<file path="src/rtl/core/prp_pkg.sv">
package prp_pkg;

	localparam int FRAMES    = 4;
	localparam int PAGE_BITS = 16;

	// frame index and walk counter widths
	localparam int FIDX_W  = (FRAMES > 1) ? $clog2(FRAMES) : 1;
	localparam int WCNT_W  = $clog2(FRAMES + 1);

	localparam int STAMP_W = 32;
	localparam int UCNT_W  = 16;
	localparam int FAULT_W = 32;

	// fixed port widths
	localparam int PAGE_PORT_W = 16;
	localparam int FIDX_PORT_W = 2;
	localparam int MODE_W      = 2;

	// apb map
	localparam int PADDR_W = 3;
	localparam int PDATA_W = 32;
	localparam logic REG_POLICY = 1'b0;

	localparam logic [MODE_W-1:0] MODE_FIFO = 2'd0;
	localparam logic [MODE_W-1:0] MODE_LRU  = 2'd1;
	localparam logic [MODE_W-1:0] MODE_LFU  = 2'd2;

	localparam logic CMD_REF   = 1'b0;
	localparam logic CMD_CLEAR = 1'b1;

	typedef struct packed {
		logic [PAGE_BITS-1:0] page;
		logic [STAMP_W-1:0]   stamp;
		logic [UCNT_W-1:0]    ucnt;
	} entry_t;

	localparam int ENTRY_W = $bits(entry_t);

	typedef enum logic [1:0] {
		ST_IDLE,
		ST_WALK,
		ST_WRITE
	} state_t;

	typedef struct packed {
		logic                   hit;
		logic [FIDX_PORT_W-1:0] frame_index;
		logic                   evict_valid;
		logic [PAGE_PORT_W-1:0] evicted_page;
		logic [FAULT_W-1:0]     fault_total;
	} res_t;

endpackage

</file>
<file path="src/rtl/core/prp_frame_ram.sv">
module prp_frame_ram #(
	parameter int WIDTH = 64,
	parameter int DEPTH = 4,
	parameter int AW    = (DEPTH > 1) ? $clog2(DEPTH) : 1
) (
	input  logic             clk,
	input  logic             we,
	input  logic [AW-1:0]    waddr,
	input  logic [WIDTH-1:0] wdata,
	input  logic             re,
	input  logic [AW-1:0]    raddr,
	output logic [WIDTH-1:0] rdata
);

	logic [WIDTH-1:0] mem [DEPTH];

	always_ff @(posedge clk) begin
		if (we) begin
			mem[waddr] <= wdata;
		end
	end

	always_ff @(posedge clk) begin
		if (re) begin
			rdata <= mem[raddr];
		end
	end

endmodule

</file>
<file path="src/rtl/core/prp_apb_regs.sv">
module prp_apb_regs (
	input  logic                          clk,
	input  logic                          arst_n,
	input  logic                          psel,
	input  logic                          penable,
	input  logic                          pwrite,
	input  logic [prp_pkg::PADDR_W-1:0]   paddr,
	input  logic [prp_pkg::PDATA_W-1:0]   pwdata,
	output logic [prp_pkg::PDATA_W-1:0]   prdata,
	output logic                          pready,
	output logic [prp_pkg::MODE_W-1:0]    policy_mode
);

	logic [prp_pkg::MODE_W-1:0] mode_q;
	logic                       reg_idx;
	logic                       wr_fire;

	assign pready  = 1'b1;
	assign reg_idx = paddr[prp_pkg::PADDR_W-1];
	assign wr_fire = psel && penable && pwrite && pready;

	always_ff @(posedge clk or negedge arst_n) begin
		if (!arst_n) begin
			mode_q <= prp_pkg::MODE_FIFO;
		end else if (wr_fire && reg_idx == prp_pkg::REG_POLICY) begin
			mode_q <= pwdata[prp_pkg::MODE_W-1:0];
		end
	end

	always_comb begin
		prdata = '0;
		if (reg_idx == prp_pkg::REG_POLICY) begin
			prdata = {{(prp_pkg::PDATA_W - prp_pkg::MODE_W){1'b0}}, mode_q};
		end
	end

	assign policy_mode = mode_q;

endmodule

</file>
<file path="src/rtl/core/prp_ctrl.sv">
module prp_ctrl (
	input  logic                              clk,
	input  logic                              arst_n,
	input  logic [prp_pkg::MODE_W-1:0]        policy_mode,
	input  logic                              in_valid,
	output logic                              in_stall,
	input  logic                              cmd,
	input  logic [prp_pkg::PAGE_PORT_W-1:0]   page_number,
	output logic                              res_valid,
	input  logic                              res_ready,
	output prp_pkg::res_t                     res
);

	localparam int FR = prp_pkg::FRAMES;
	localparam int FW = prp_pkg::FIDX_W;
	localparam int CW = prp_pkg::WCNT_W;
	localparam int PB = prp_pkg::PAGE_BITS;

	prp_pkg::state_t state_q, state_d;

	logic [FR-1:0]               valid_q;
	logic [prp_pkg::STAMP_W-1:0] ref_cnt_q;
	logic [prp_pkg::FAULT_W-1:0] fault_cnt_q;
	logic [FW-1:0]               fifo_ptr_q;
	logic [CW-1:0]               rd_cnt_q;
	logic                        chk_vld_s1;
	logic [FW-1:0]               chk_idx_s1;

	logic [PB-1:0]               page_q;
	logic                        hit_q;
	logic [FW-1:0]               hit_idx_q;
	logic [prp_pkg::UCNT_W-1:0]  hit_cnt_q;
	logic [FW-1:0]               best_idx_q;
	logic [PB-1:0]               best_page_q;
	logic [prp_pkg::STAMP_W-1:0] best_stamp_q;
	logic [prp_pkg::UCNT_W-1:0]  best_cnt_q;

	logic                        in_take;
	logic                        rd_en;
	logic [FW-1:0]               rd_addr;
	logic [prp_pkg::ENTRY_W-1:0] rd_data;
	prp_pkg::entry_t             rd_ent;
	logic                        wr_en;
	prp_pkg::entry_t             wr_ent;
	logic                        walk_done;
	logic                        res_fire;

	logic [PB+prp_pkg::PAGE_PORT_W-1:0] page_ext;
	logic                        match;
	logic                        take_best;
	logic                        empty_any;
	logic [FW-1:0]               empty_idx;
	logic [FW-1:0]               slot;
	logic [FW+1:0]               slot_ext;
	logic                        evict;
	logic [PB+prp_pkg::PAGE_PORT_W-1:0] old_ext;
	logic [prp_pkg::FAULT_W-1:0] fault_nxt;

	assign in_take   = in_valid && !in_stall;
	assign page_ext  = {{PB{1'b0}}, page_number};
	assign rd_en     = (state_q == prp_pkg::ST_WALK) && (rd_cnt_q != CW'(FR));
	assign rd_addr   = rd_cnt_q[FW-1:0];
	assign rd_ent    = prp_pkg::entry_t'(rd_data);
	assign walk_done = chk_vld_s1 && (chk_idx_s1 == FW'(FR - 1));

	prp_frame_ram #(
		.WIDTH (prp_pkg::ENTRY_W),
		.DEPTH (FR)
	) u_ram (
		.clk   (clk),
		.we    (wr_en),
		.waddr (slot),
		.wdata (wr_ent),
		.re    (rd_en),
		.raddr (rd_addr),
		.rdata (rd_data)
	);

	// state machine
	always_ff @(posedge clk or negedge arst_n) begin
		if (!arst_n) begin
			state_q <= prp_pkg::ST_IDLE;
		end else begin
			state_q <= state_d;
		end
	end

	always_comb begin
		state_d   = state_q;
		in_stall  = 1'b1;
		res_valid = 1'b0;
		unique case (state_q)
			prp_pkg::ST_IDLE: begin
				in_stall = 1'b0;
				if (in_valid && cmd == prp_pkg::CMD_REF) begin
					state_d = prp_pkg::ST_WALK;
				end
			end
			prp_pkg::ST_WALK: begin
				if (walk_done) begin
					state_d = prp_pkg::ST_WRITE;
				end
			end
			prp_pkg::ST_WRITE: begin
				res_valid = 1'b1;
				if (res_ready) begin
					state_d = prp_pkg::ST_IDLE;
				end
			end
			default: begin
				state_d = prp_pkg::ST_IDLE;
			end
		endcase
	end

	assign res_fire = res_valid && res_ready;
	assign wr_en    = res_fire;

	// compare the entry read last cycle against the request
	always_comb begin
		match     = valid_q[chk_idx_s1] && (rd_ent.page == page_q);
		take_best = 1'b0;
		if (chk_idx_s1 == '0) begin
			take_best = 1'b1;
		end else begin
			unique case (policy_mode)
				prp_pkg::MODE_LRU: take_best = rd_ent.stamp < best_stamp_q;
				prp_pkg::MODE_LFU: take_best = rd_ent.ucnt < best_cnt_q;
				default:           take_best = chk_idx_s1 == fifo_ptr_q;
			endcase
		end
	end

	// lowest empty frame
	always_comb begin
		empty_any = 1'b0;
		empty_idx = '0;
		for (int i = FR - 1; i >= 0; i--) begin
			if (!valid_q[i]) begin
				empty_any = 1'b1;
				empty_idx = FW'(i);
			end
		end
	end

	always_comb begin
		evict = !hit_q && !empty_any;
		if (hit_q) begin
			slot = hit_idx_q;
		end else if (empty_any) begin
			slot = empty_idx;
		end else begin
			slot = best_idx_q;
		end
		slot_ext     = {2'b00, slot};
		old_ext      = {{prp_pkg::PAGE_PORT_W{1'b0}}, best_page_q};
		wr_ent.page  = page_q;
		wr_ent.stamp = ref_cnt_q;
		if (hit_q) begin
			wr_ent.ucnt = (&hit_cnt_q) ? hit_cnt_q : hit_cnt_q + 1'b1;
		end else begin
			wr_ent.ucnt = prp_pkg::UCNT_W'(1);
		end
		if (hit_q || (&fault_cnt_q)) begin
			fault_nxt = fault_cnt_q;
		end else begin
			fault_nxt = fault_cnt_q + 1'b1;
		end
		res.hit          = hit_q;
		res.frame_index  = slot_ext[prp_pkg::FIDX_PORT_W-1:0];
		res.evict_valid  = evict;
		res.evicted_page = evict ? old_ext[prp_pkg::PAGE_PORT_W-1:0] : '0;
		res.fault_total  = fault_nxt;
	end

	// control and counters
	always_ff @(posedge clk or negedge arst_n) begin
		if (!arst_n) begin
			valid_q     <= '0;
			ref_cnt_q   <= '0;
			fault_cnt_q <= '0;
			fifo_ptr_q  <= '0;
			rd_cnt_q    <= '0;
			chk_vld_s1  <= 1'b0;
			hit_q       <= 1'b0;
		end else begin
			chk_vld_s1 <= rd_en;
			if (rd_en) begin
				rd_cnt_q <= rd_cnt_q + 1'b1;
			end
			if (in_take) begin
				rd_cnt_q <= '0;
				hit_q    <= 1'b0;
				if (cmd == prp_pkg::CMD_CLEAR) begin
					valid_q     <= '0;
					ref_cnt_q   <= '0;
					fault_cnt_q <= '0;
					fifo_ptr_q  <= '0;
				end else if (!(&ref_cnt_q)) begin
					ref_cnt_q <= ref_cnt_q + 1'b1;
				end
			end
			if (chk_vld_s1 && match && !hit_q) begin
				hit_q <= 1'b1;
			end
			if (res_fire) begin
				valid_q[slot] <= 1'b1;
				fault_cnt_q   <= fault_nxt;
				if (!hit_q) begin
					fifo_ptr_q <= (fifo_ptr_q == FW'(FR - 1)) ? '0 : fifo_ptr_q + 1'b1;
				end
			end
		end
	end

	// walk datapath
	always_ff @(posedge clk) begin
		chk_idx_s1 <= rd_addr;
		if (in_take) begin
			page_q <= page_ext[PB-1:0];
		end
		if (chk_vld_s1 && match && !hit_q) begin
			hit_idx_q <= chk_idx_s1;
			hit_cnt_q <= rd_ent.ucnt;
		end
		if (chk_vld_s1 && take_best) begin
			best_idx_q   <= chk_idx_s1;
			best_page_q  <= rd_ent.page;
			best_stamp_q <= rd_ent.stamp;
			best_cnt_q   <= rd_ent.ucnt;
		end
	end

	a_evict_full: assert property (@(posedge clk) disable iff (!arst_n)
		res_valid && res.evict_valid |-> (&valid_q))
		else $error("eviction while a frame is empty");

	a_clear_zeroes: assert property (@(posedge clk) disable iff (!arst_n)
		in_take && cmd == prp_pkg::CMD_CLEAR |=> fault_cnt_q == '0 && valid_q == '0)
		else $error("clear did not empty the store");

	a_hit_no_fault: assert property (@(posedge clk) disable iff (!arst_n)
		res_fire && res.hit |=> fault_cnt_q == $past(fault_cnt_q))
		else $error("fault counted on a hit");

	a_walk_ends: assert property (@(posedge clk) disable iff (!arst_n)
		walk_done |=> state_q == prp_pkg::ST_WRITE)
		else $error("walk did not reach write");

	a_done_idle: assert property (@(posedge clk) disable iff (!arst_n)
		res_fire |=> state_q == prp_pkg::ST_IDLE && !chk_vld_s1)
		else $error("sequencer busy after result");

endmodule

</file>
<file path="src/rtl/core/page_replacement_policy_core.sv">
// channel   dir  handshake             payload
// in        in   in_valid / in_stall   cmd, page_number
// out       out  out_valid / out_stall hit, frame_index, evict_valid, evicted_page, fault_total
// cfg       in   apb, pready tied high policy_mode at byte address 0
//
// a reference runs from one accepted transaction to the next through these steps: the
// accepting cycle, one read of the frame memory per frame through its single read port,
// the compare of the last read data, and the write of the chosen frame back. the result
// enters the output register together with that write-back; no new transaction is taken
// before it. a clear is taken in the idle state, stays there and gives no result.
// reset empties the store through per-frame valid bits at once, no clearing pass.
// a result waits in the output register; the next transaction is taken meanwhile,
// and its write-back waits while that register is full and out_stall is high.
module page_replacement_policy_core (
	input  logic                              clk,
	input  logic                              arst_n,
	input  logic                              psel,
	input  logic                              penable,
	input  logic                              pwrite,
	input  logic [prp_pkg::PADDR_W-1:0]       paddr,
	input  logic [prp_pkg::PDATA_W-1:0]       pwdata,
	output logic [prp_pkg::PDATA_W-1:0]       prdata,
	output logic                              pready,
	input  logic                              in_valid,
	output logic                              in_stall,
	input  logic                              cmd,
	input  logic [prp_pkg::PAGE_PORT_W-1:0]   page_number,
	output logic                              out_valid,
	input  logic                              out_stall,
	output logic                              hit,
	output logic [prp_pkg::FIDX_PORT_W-1:0]   frame_index,
	output logic                              evict_valid,
	output logic [prp_pkg::PAGE_PORT_W-1:0]   evicted_page,
	output logic [prp_pkg::FAULT_W-1:0]       fault_total
);

	logic [prp_pkg::MODE_W-1:0] policy_mode;
	logic                       res_valid;
	logic                       res_ready;
	prp_pkg::res_t              res;
	logic                       out_valid_q;
	prp_pkg::res_t              out_q;

	prp_apb_regs u_regs (
		.clk         (clk),
		.arst_n      (arst_n),
		.psel        (psel),
		.penable     (penable),
		.pwrite      (pwrite),
		.paddr       (paddr),
		.pwdata      (pwdata),
		.prdata      (prdata),
		.pready      (pready),
		.policy_mode (policy_mode)
	);

	prp_ctrl u_ctrl (
		.clk         (clk),
		.arst_n      (arst_n),
		.policy_mode (policy_mode),
		.in_valid    (in_valid),
		.in_stall    (in_stall),
		.cmd         (cmd),
		.page_number (page_number),
		.res_valid   (res_valid),
		.res_ready   (res_ready),
		.res         (res)
	);

	assign res_ready = !out_valid_q || !out_stall;

	always_ff @(posedge clk or negedge arst_n) begin
		if (!arst_n) begin
			out_valid_q <= 1'b0;
		end else if (res_ready) begin
			out_valid_q <= res_valid;
		end
	end

	always_ff @(posedge clk) begin
		if (res_valid && res_ready) begin
			out_q <= res;
		end
	end

	assign out_valid    = out_valid_q;
	assign hit          = out_q.hit;
	assign frame_index  = out_q.frame_index;
	assign evict_valid  = out_q.evict_valid;
	assign evicted_page = out_q.evicted_page;
	assign fault_total  = out_q.fault_total;

endmodule
</file>
<file path="config.mk">
export PLATFORM = sky130hd
export DESIGN_NAME = page_replacement_policy_core
export DESIGN_NICKNAME = d
export VERILOG_FILES = /design/src/rtl/core/prp_pkg.sv /design/src/rtl/core/prp_frame_ram.sv /design/src/rtl/core/prp_apb_regs.sv /design/src/rtl/core/prp_ctrl.sv /design/src/rtl/core/page_replacement_policy_core.sv
export SDC_FILE = /design/constraint.sdc
export NUM_CORES = 1
export LEC_CHECK = 0
export BUFFER_PORTS_ARGS = -buffer_cell sky130_fd_sc_hd__buf_2
export CAP_MARGIN = 20
export CELL_PAD_IN_SITES_DETAIL_PLACEMENT = 0
export CELL_PAD_IN_SITES_GLOBAL_PLACEMENT = 1
export CORE_AREA = 2 2 208 210
export CTS_BUF_LIST = sky130_fd_sc_hd__clkbuf_8
export DETAILED_ROUTE_END_ITERATION = 6
export DIE_AREA = 0 0 210 212
export PLACE_DENSITY_LB_ADDON = 0.15
export SYNTH_ARGS = -nofsm -noshare
export SYNTH_HDL_FRONTEND = slang
export SYNTH_SLANG_ARGS = --single-unit
</file>
<file path="constraint.sdc">
create_clock -name clk -period 7.66 [get_ports clk]
set_input_delay 1.149 -clock clk [delete_from_list [all_inputs] [get_ports clk]]
set_output_delay 1.149 -clock clk [all_outputs]
set_load 0.1 [all_outputs]
</file>
Word-level counts from Yosys, hierarchy flattened
Memory sizes are Yosys's and may differ from the RTL's. A register that Yosys moved wholly into a read port is not among the register bits.
Index checks and enable logic that the tools add are counted.
W data, S select, Z words.
{"block": "classes", "n_div": 0, "n_mul": 0, "addsub": 5, "bitwise_logic": 3, "reduce_logical": 32, "n_shift": 0, "eq_ne": 13, "order_cmp": 5, "n_mux": 45}
{"operator": "$mux W32", "count": 6}
{"operator": "$add A32 B1 Y32 const B", "count": 2}
{"operator": "$reduce_and A32 Y1", "count": 2}
{"operator": "$lt A32 B32 Y1", "count": 1}
{"operator": "$mux W16", "count": 2}
{"operator": "$mux W2", "count": 15}
{"operator": "$add A16 B1 Y16 const B", "count": 1}
{"operator": "$eq A16 B16 Y1", "count": 1}
{"operator": "$lt A16 B16 Y1", "count": 1}
{"operator": "$reduce_and A16 Y1", "count": 1}
{"operator": "$logic_and A1 B1 Y1", "count": 14}
{"operator": "$mux W1", "count": 13}
{"operator": "$mux W4", "count": 3}
{"operator": "$eq A2 B2 Y1 const B", "count": 4}
{"operator": "$reduce_bool A2 Y1", "count": 4}
{"operator": "$lt A2 B3 Y1 const B", "count": 2}
{"operator": "$mux W3", "count": 2}
{"operator": "$pmux W2 S3", "count": 1}
{"operator": "$eq A2 B1 Y1 const B", "count": 2}
{"operator": "$logic_not A1 Y1", "count": 4}
{"operator": "$logic_not A2 Y1", "count": 2}
{"operator": "$ne A2 B1 Y1 const B", "count": 2}
{"operator": "$ne A2 B2 Y1 const B", "count": 2}
{"operator": "$or A4 B4 Y4", "count": 1}
{"operator": "12 further kinds", "count": 15}
{"block": "word_totals", "n_memories": 1, "mem_bits_rw": 256, "latch_bits": 0, "elab_cells": 127, "romBits": 0, "reg_bits": 234, "inputBits": 59}
{"name": "u_ctrl.u_ram.mem", "words": 4, "word_bits": 64, "rd": 1, "rd_ports_with_merged_regs": 1, "wr": 1, "line_no": "prp_frame_ram.sv:15", "rtl": "logic [WIDTH-1:0] mem [DEPTH];"}

Logic depth before layout (Yosys ltp)
{"block": "depth", "ltp_word": 12, "depth_mapped": 9, "ltp_nobuf": 8}

By module
Synthesis repeated with hierarchy kept, for this count alone.
{"block": "hier_totals", "cells_unflattened": 1415, "area_unflattened_um2": 22835.7}
{"module": "prp_frame_ram", "area_each_um2": 11263.3, "instances": 1, "seq_area_each_um2": 9609.2, "cells_per_inst": 402}
{"module": "prp_ctrl", "area_each_um2": 9601.7, "instances": 1, "seq_area_each_um2": 4969.8, "cells_per_inst": 917}
{"module": "page_replacement_policy_core", "area_each_um2": 1609.0, "instances": 1, "seq_area_each_um2": 1586.5, "cells_per_inst": 56}
{"module": "prp_apb_regs", "area_each_um2": 361.6, "instances": 1, "seq_area_each_um2": 50.0, "cells_per_inst": 40}

Worst setup path after synthesis
No wires, ideal clock.
{"block": "synth_path", "path_kind": "flip-flop to flip-flop", "from": "reg u_ctrl.rd_cnt_q[0]", "to": "reg u_ctrl.rd_cnt_q[2]", "t_required_ns": 7.523, "setup_slack_ns": 2.284, "n_path_buf": 2, "setup_time_ns": 0.137, "synth_period_minus_slack_ns": 5.376, "t_arrival_ns": 5.239, "path_stages_with_launch": 9, "cell_sequence": "dfrtp_1 buf_1 buf_2 inv_1 ha_1 a21oi_1 nand2_1 xor2_1 nor2_1"}
{"block": "synth_between", "elab_chain_len": 3}
{"element": "start: declaration", "line_no": "prp_ctrl.sv:25", "rtl": "logic [CW-1:0] rd_cnt_q;"}
{"element": "start signal: assignment", "line_no": "prp_ctrl.sv:189", "rtl": "rd_cnt_q <= rd_cnt_q + 1'b1;"}
{"element": "$ne A3 B3 Y1", "line_no": "prp_ctrl.sv:61", "rtl": "assign rd_en = (state_q == prp_pkg::ST_WALK) && (rd_cnt_q != CW'(FR));"}
{"element": "$logic_and A1 B1 Y1", "line_no": "prp_ctrl.sv:61"}
{"element": "via u_ctrl.rd_en", "line_no": "prp_ctrl.sv:39", "rtl": "logic rd_en;"}
{"element": "$reduce_bool A2 Y1 (no source line)"}
The timed path passes the listed nets, and every way through them passes these cells. The select of a mux whose other input is x is not followed.
A chain may end at the register's enable or synchronous reset.

Worst setup path after layout
{"block": "layout_path", "from": "reg u_ctrl.u_ram.rdata[37] (read register of u_ctrl.u_ram.mem)", "to": "reg u_ctrl.best_stamp_q[6] (netlist name), enable pin"}
{"block": "layout_between", "elab_chain_len": 4}
{"element": "start: declaration", "line_no": "prp_frame_ram.sv:12", "rtl": "output logic [WIDTH-1:0] rdata"}
{"element": "$lt A32 B32 Y1", "line_no": "prp_ctrl.sv:127", "rtl": "prp_pkg::MODE_LRU: take_best = rd_ent.stamp < best_stamp_q;"}
{"element": "$pmux W1 S2", "line_no": "prp_ctrl.sv:126", "rtl": "unique case (policy_mode)"}
{"element": "$mux W1", "line_no": "prp_ctrl.sv:123", "rtl": "if (chk_idx_s1 == '0) begin"}
{"element": "$logic_and A1 B1 Y1", "line_no": "prp_ctrl.sv:226", "rtl": "if (chk_vld_s1 && take_best) begin"}
{"element": "end signal: assignment", "line_no": "prp_ctrl.sv:229", "rtl": "best_stamp_q <= rd_ent.stamp;"}
{"element": "end: declaration", "line_no": "prp_ctrl.sv:35", "rtl": "logic [prp_pkg::STAMP_W-1:0] best_stamp_q;"}
Every way passes these cells.

==> reports/summary.txt <==
Status - finished, final reports clean
Ys flop type - edfxtp_1
CTS Buf Count - 91
Flop pwr share - 49.8%
Global-route wire length before repair - 67.4 mm
Post-Route WL - 43.1 mm
Mapped Area - 22700 sq um
Top post-synthesis cells by area - edfxtp_1, dfrtp_1, mux4_2, ha_1, xnor2_1
Clock latency on the worst-skew pair - 0.67 ns
Gate power share - 21.2%
Commonest non-fill, non-tap cells in the layout - edfxtp_1, clkbuf_8, inv_1
Worst hold path type - in2async
Post-synth EDFFs - 472
Final Cycle Share - 47.1%
Adder-cell share of the synthesized area - 2.98%
Initial Util - 53.4%
Core Area - 42500 sq um
Mux contribution to synthesized area - 6.91%
Met2 GRT Util - 33.5%
Cts-stage hold buffer count - 0
FP Rows - 76
Clk network pwr share - 28.9%
Pleak - 9.40 nW
Synthesized area per cell - 16.1 sq um
GR Layer Usage met3 - 3.55%
Endpoints failing hold - 0
Crit-path max FO - 42
Synth Area in XOR/XNOR - 2.86%
Final min period - 3.61 ns
Port bufs - 82
Iteration-0 DRC Markers - 748
Fmax - 0.277 GHz
DR WL/cell - 19.8 um
Pre-Repair DR Iteration Count - 4
PD cells - 344 nW/um^2
CTS Sinks - 554
Post-synth top area cell - edfxtp_1
Largest net degree at the start of global routing - 77
Internal - 6.12 mW
Die area - 44500 sq um
Synth top area share - 62.5%
Post-route ant nets - 0
Area delta synth->final - 12.5%
Clk slew on worst S/H paths - 0.06 ns
DR DRC count - 0
Max stage delay on crit path - 0.67 ns
Top Family by Delay on Critical Path - compound AO/OA/AOI/OAI gates
FILL cells - 3220
Layout cells sized above 1 - 20.2%
Worst-case hold slack - 0.448 ns
Initial antenna violation count - 0
Ys Warns - 0
Worst-path cell chain - ha_1 > a21o_1 > a21o_1 > a21oi_1 > o21ai_0 > nor4_1 > a211o_2 > buf_4
Final clock skew - 0.0395 ns
Vias in the first global route - 12500
Sequential fraction of the synthesis area - 71.5%
Commonest non-fill, non-tap cell in the layout - edfxtp_1
Congestion Overflow GR - 0
Final cell count without fillers - 2177
Number of max-cap violations - 0
Final setup fails - 0
CTS Buffer Depth - 3
Placed Cells incl. Taps - 2006
Post-synthesis compound-gate area fraction - 4.51%
Clk root buf - clkbuf_8
Req. time, crit path - 7.94 ns
Simple-Gate Fraction of Synth Area - 8.24%
Slew @ Worst Pin - 1.09 ns
Worst VDD drop - 0.254 mV
Switching Share - 30.3%
Post-DP HPWL - 25.2 mm
Overall routing resource usage - 19.9%
#FFs+latches synth - 554
DIE HEIGHT - 212 um
Crit path launch type - register
FFs w/ async S/R, synth - 14.4%
CTS resizes - 0
CTS tree - done
Postcts setup bufs - 0
H-tree levels - 3
Via density per instance - 5.54
Fin Setup TNS - 0 ns
Yosys cell types - 68
IO Pins - 146
ANT cells - 0
GPL Wtd Cong - 0.785
Top cell by count, worst path - a21o_1
Fin nets - 1667
GR Util met1 - 26.4%
Unrepaired setup endpoints after global routing - false
Syn Inst Count - 1405
Crit. End Element - register
Max Slew Vio Count - 0
Main combinational cell family by area after synthesis - simple AND/OR/NAND/NOR gates
Fin util - 60.1%
Worst EP arrival - 3.89 ns
Setup CP Type - reg2reg
Die X - 210 um
Worst slew margin - 27.0%
CP bufs+invs - 1
Slowest stage cell, crit path - buf_4
Switch Pwr - 2.66 mW
Gr busiest metal - met2
Via count - 12100
## stage by stage
stage | power, mW | instance area, sq um | worst slack [ns]
finish | 8.78 | 25500 | 4.05
CTS | 8.91 | 25500 | 3.47
detailed placement | 6.35 | 23700 | 3.51
global placement | 6.28 | 23700 | 3.55
global route | 9.27 | 25500 | 3.78
floorplan | 5.77 | 22800 | 2.28
## worst register-to-register path: stages, from the launching register on
cell	delay [ns]
edfxtp_1	0.40
ha_1	0.32
a21o_1	0.18
a21o_1	0.17
a21oi_1	0.20
o21ai_0	0.11
nor4_1	0.54
a211o_2	0.62
buf_4	0.67
## power by group through the flow
stage,clock network (mW),registers [mW],logic [mW]
2_1_floorplan,0,4.42,1.35
3_3_place_gp,0,4.42,1.86
3_5_place_dp,0,4.44,1.90
4_1_cts,2.61,4.39,1.91
5_1_grt,2.74,4.45,2.09
6_report,2.54,4.38,1.86
## flip-flops by register name, indices dropped and copies added (netlist names), 32 cells and up
name	count
fault_total	32
u_ctrl.best_stamp_q	32
u_ctrl.fault_cnt_q	32
u_ctrl.ref_cnt_q	32
u_ctrl.u_ram.mem	256
u_ctrl.u_ram.rdata	64
## worst paths after layout
check	start	endpoint	slack (ns)	cells after the start
max in group asynchronous	arst_n	u_ctrl.rd_cnt_q[1]	6.08	2
setup reg to reg	u_ctrl.u_ram.rdata[37]	u_ctrl.best_stamp_q[6]	4.05	8
min in group clk	u_ctrl.u_ram.rdata[43]	u_ctrl.best_stamp_q[27]	0.45	0
setup / recovery	u_ctrl.u_ram.rdata[37]	u_ctrl.best_stamp_q[6]	4.05	8
hold / removal	arst_n	u_ctrl.valid_q[1]	0.45	1
hold reg to reg	u_ctrl.u_ram.rdata[43]	u_ctrl.best_stamp_q[27]	0.45	0
## metal layers
| layer | wire length, um | share of wire (%) | up-vias |
|---|---|---|---|
| li1 | - | - | 5645 |
| met4 | 809 | 1.9 | 0 |
| met5 | 0 | 0 | - |
| met1 | 18900 | 44 | 6076 |
| met3 | 2030 | 4.7 | 64 |
| met2 | 21400 | 50 | 282 |
## synthesized netlist by cell type (9+ instances only)
| master | number |
|---|---|
| edfxtp_1 | 472 |
| dfrtp_1 | 80 |
| nand2_1 | 74 |
| nor2_1 | 70 |
| inv_1 | 66 |
| mux4_2 | 65 |
| ha_1 | 54 |
| xnor2_1 | 51 |
| o21ai_0 | 45 |
| nand3_1 | 40 |
| a21oi_1 | 38 |
| buf_4 | 31 |
| nand4_1 | 23 |
| nor3_1 | 23 |
| xor2_1 | 23 |
| and2_1 | 20 |
| clkbuf_1 | 20 |
| and3_1 | 14 |
| buf_2 | 14 |
| a21o_1 | 13 |
| a31oi_1 | 13 |
| or3_1 | 13 |
| o31ai_1 | 12 |
| and4_1 | 10 |
| nor3b_1 | 10 |
| nor4_1 | 9 |
## logic make-up (layout without fill, tap and decap cells)
logic type / after synthesis / count (layout)
adders and majority gates: 54 / 54
buffers and inverters: 142 / 339
AOI/OAI and AO/OA: 158 / 158
DFF: 554 / 554
and+or+nand+nor: 346 / 346
xor gates and xnor gates: 74 / 74
other: 2 / 31
muxes: 75 / 75
## layout make-up
cell class,instances,area (sq um),area share (%)
flip-flops and latches,554,16200,63.5
clock buffers,103,1420,5.55
multi-input cells,738,5960,23.3
well taps,546,683,2.68
clock inverters,67,425,1.67
repair buffers,102,569,2.23
inverters,67,251,0.985
Note: power is estimated with default switching activity, not from simulation.
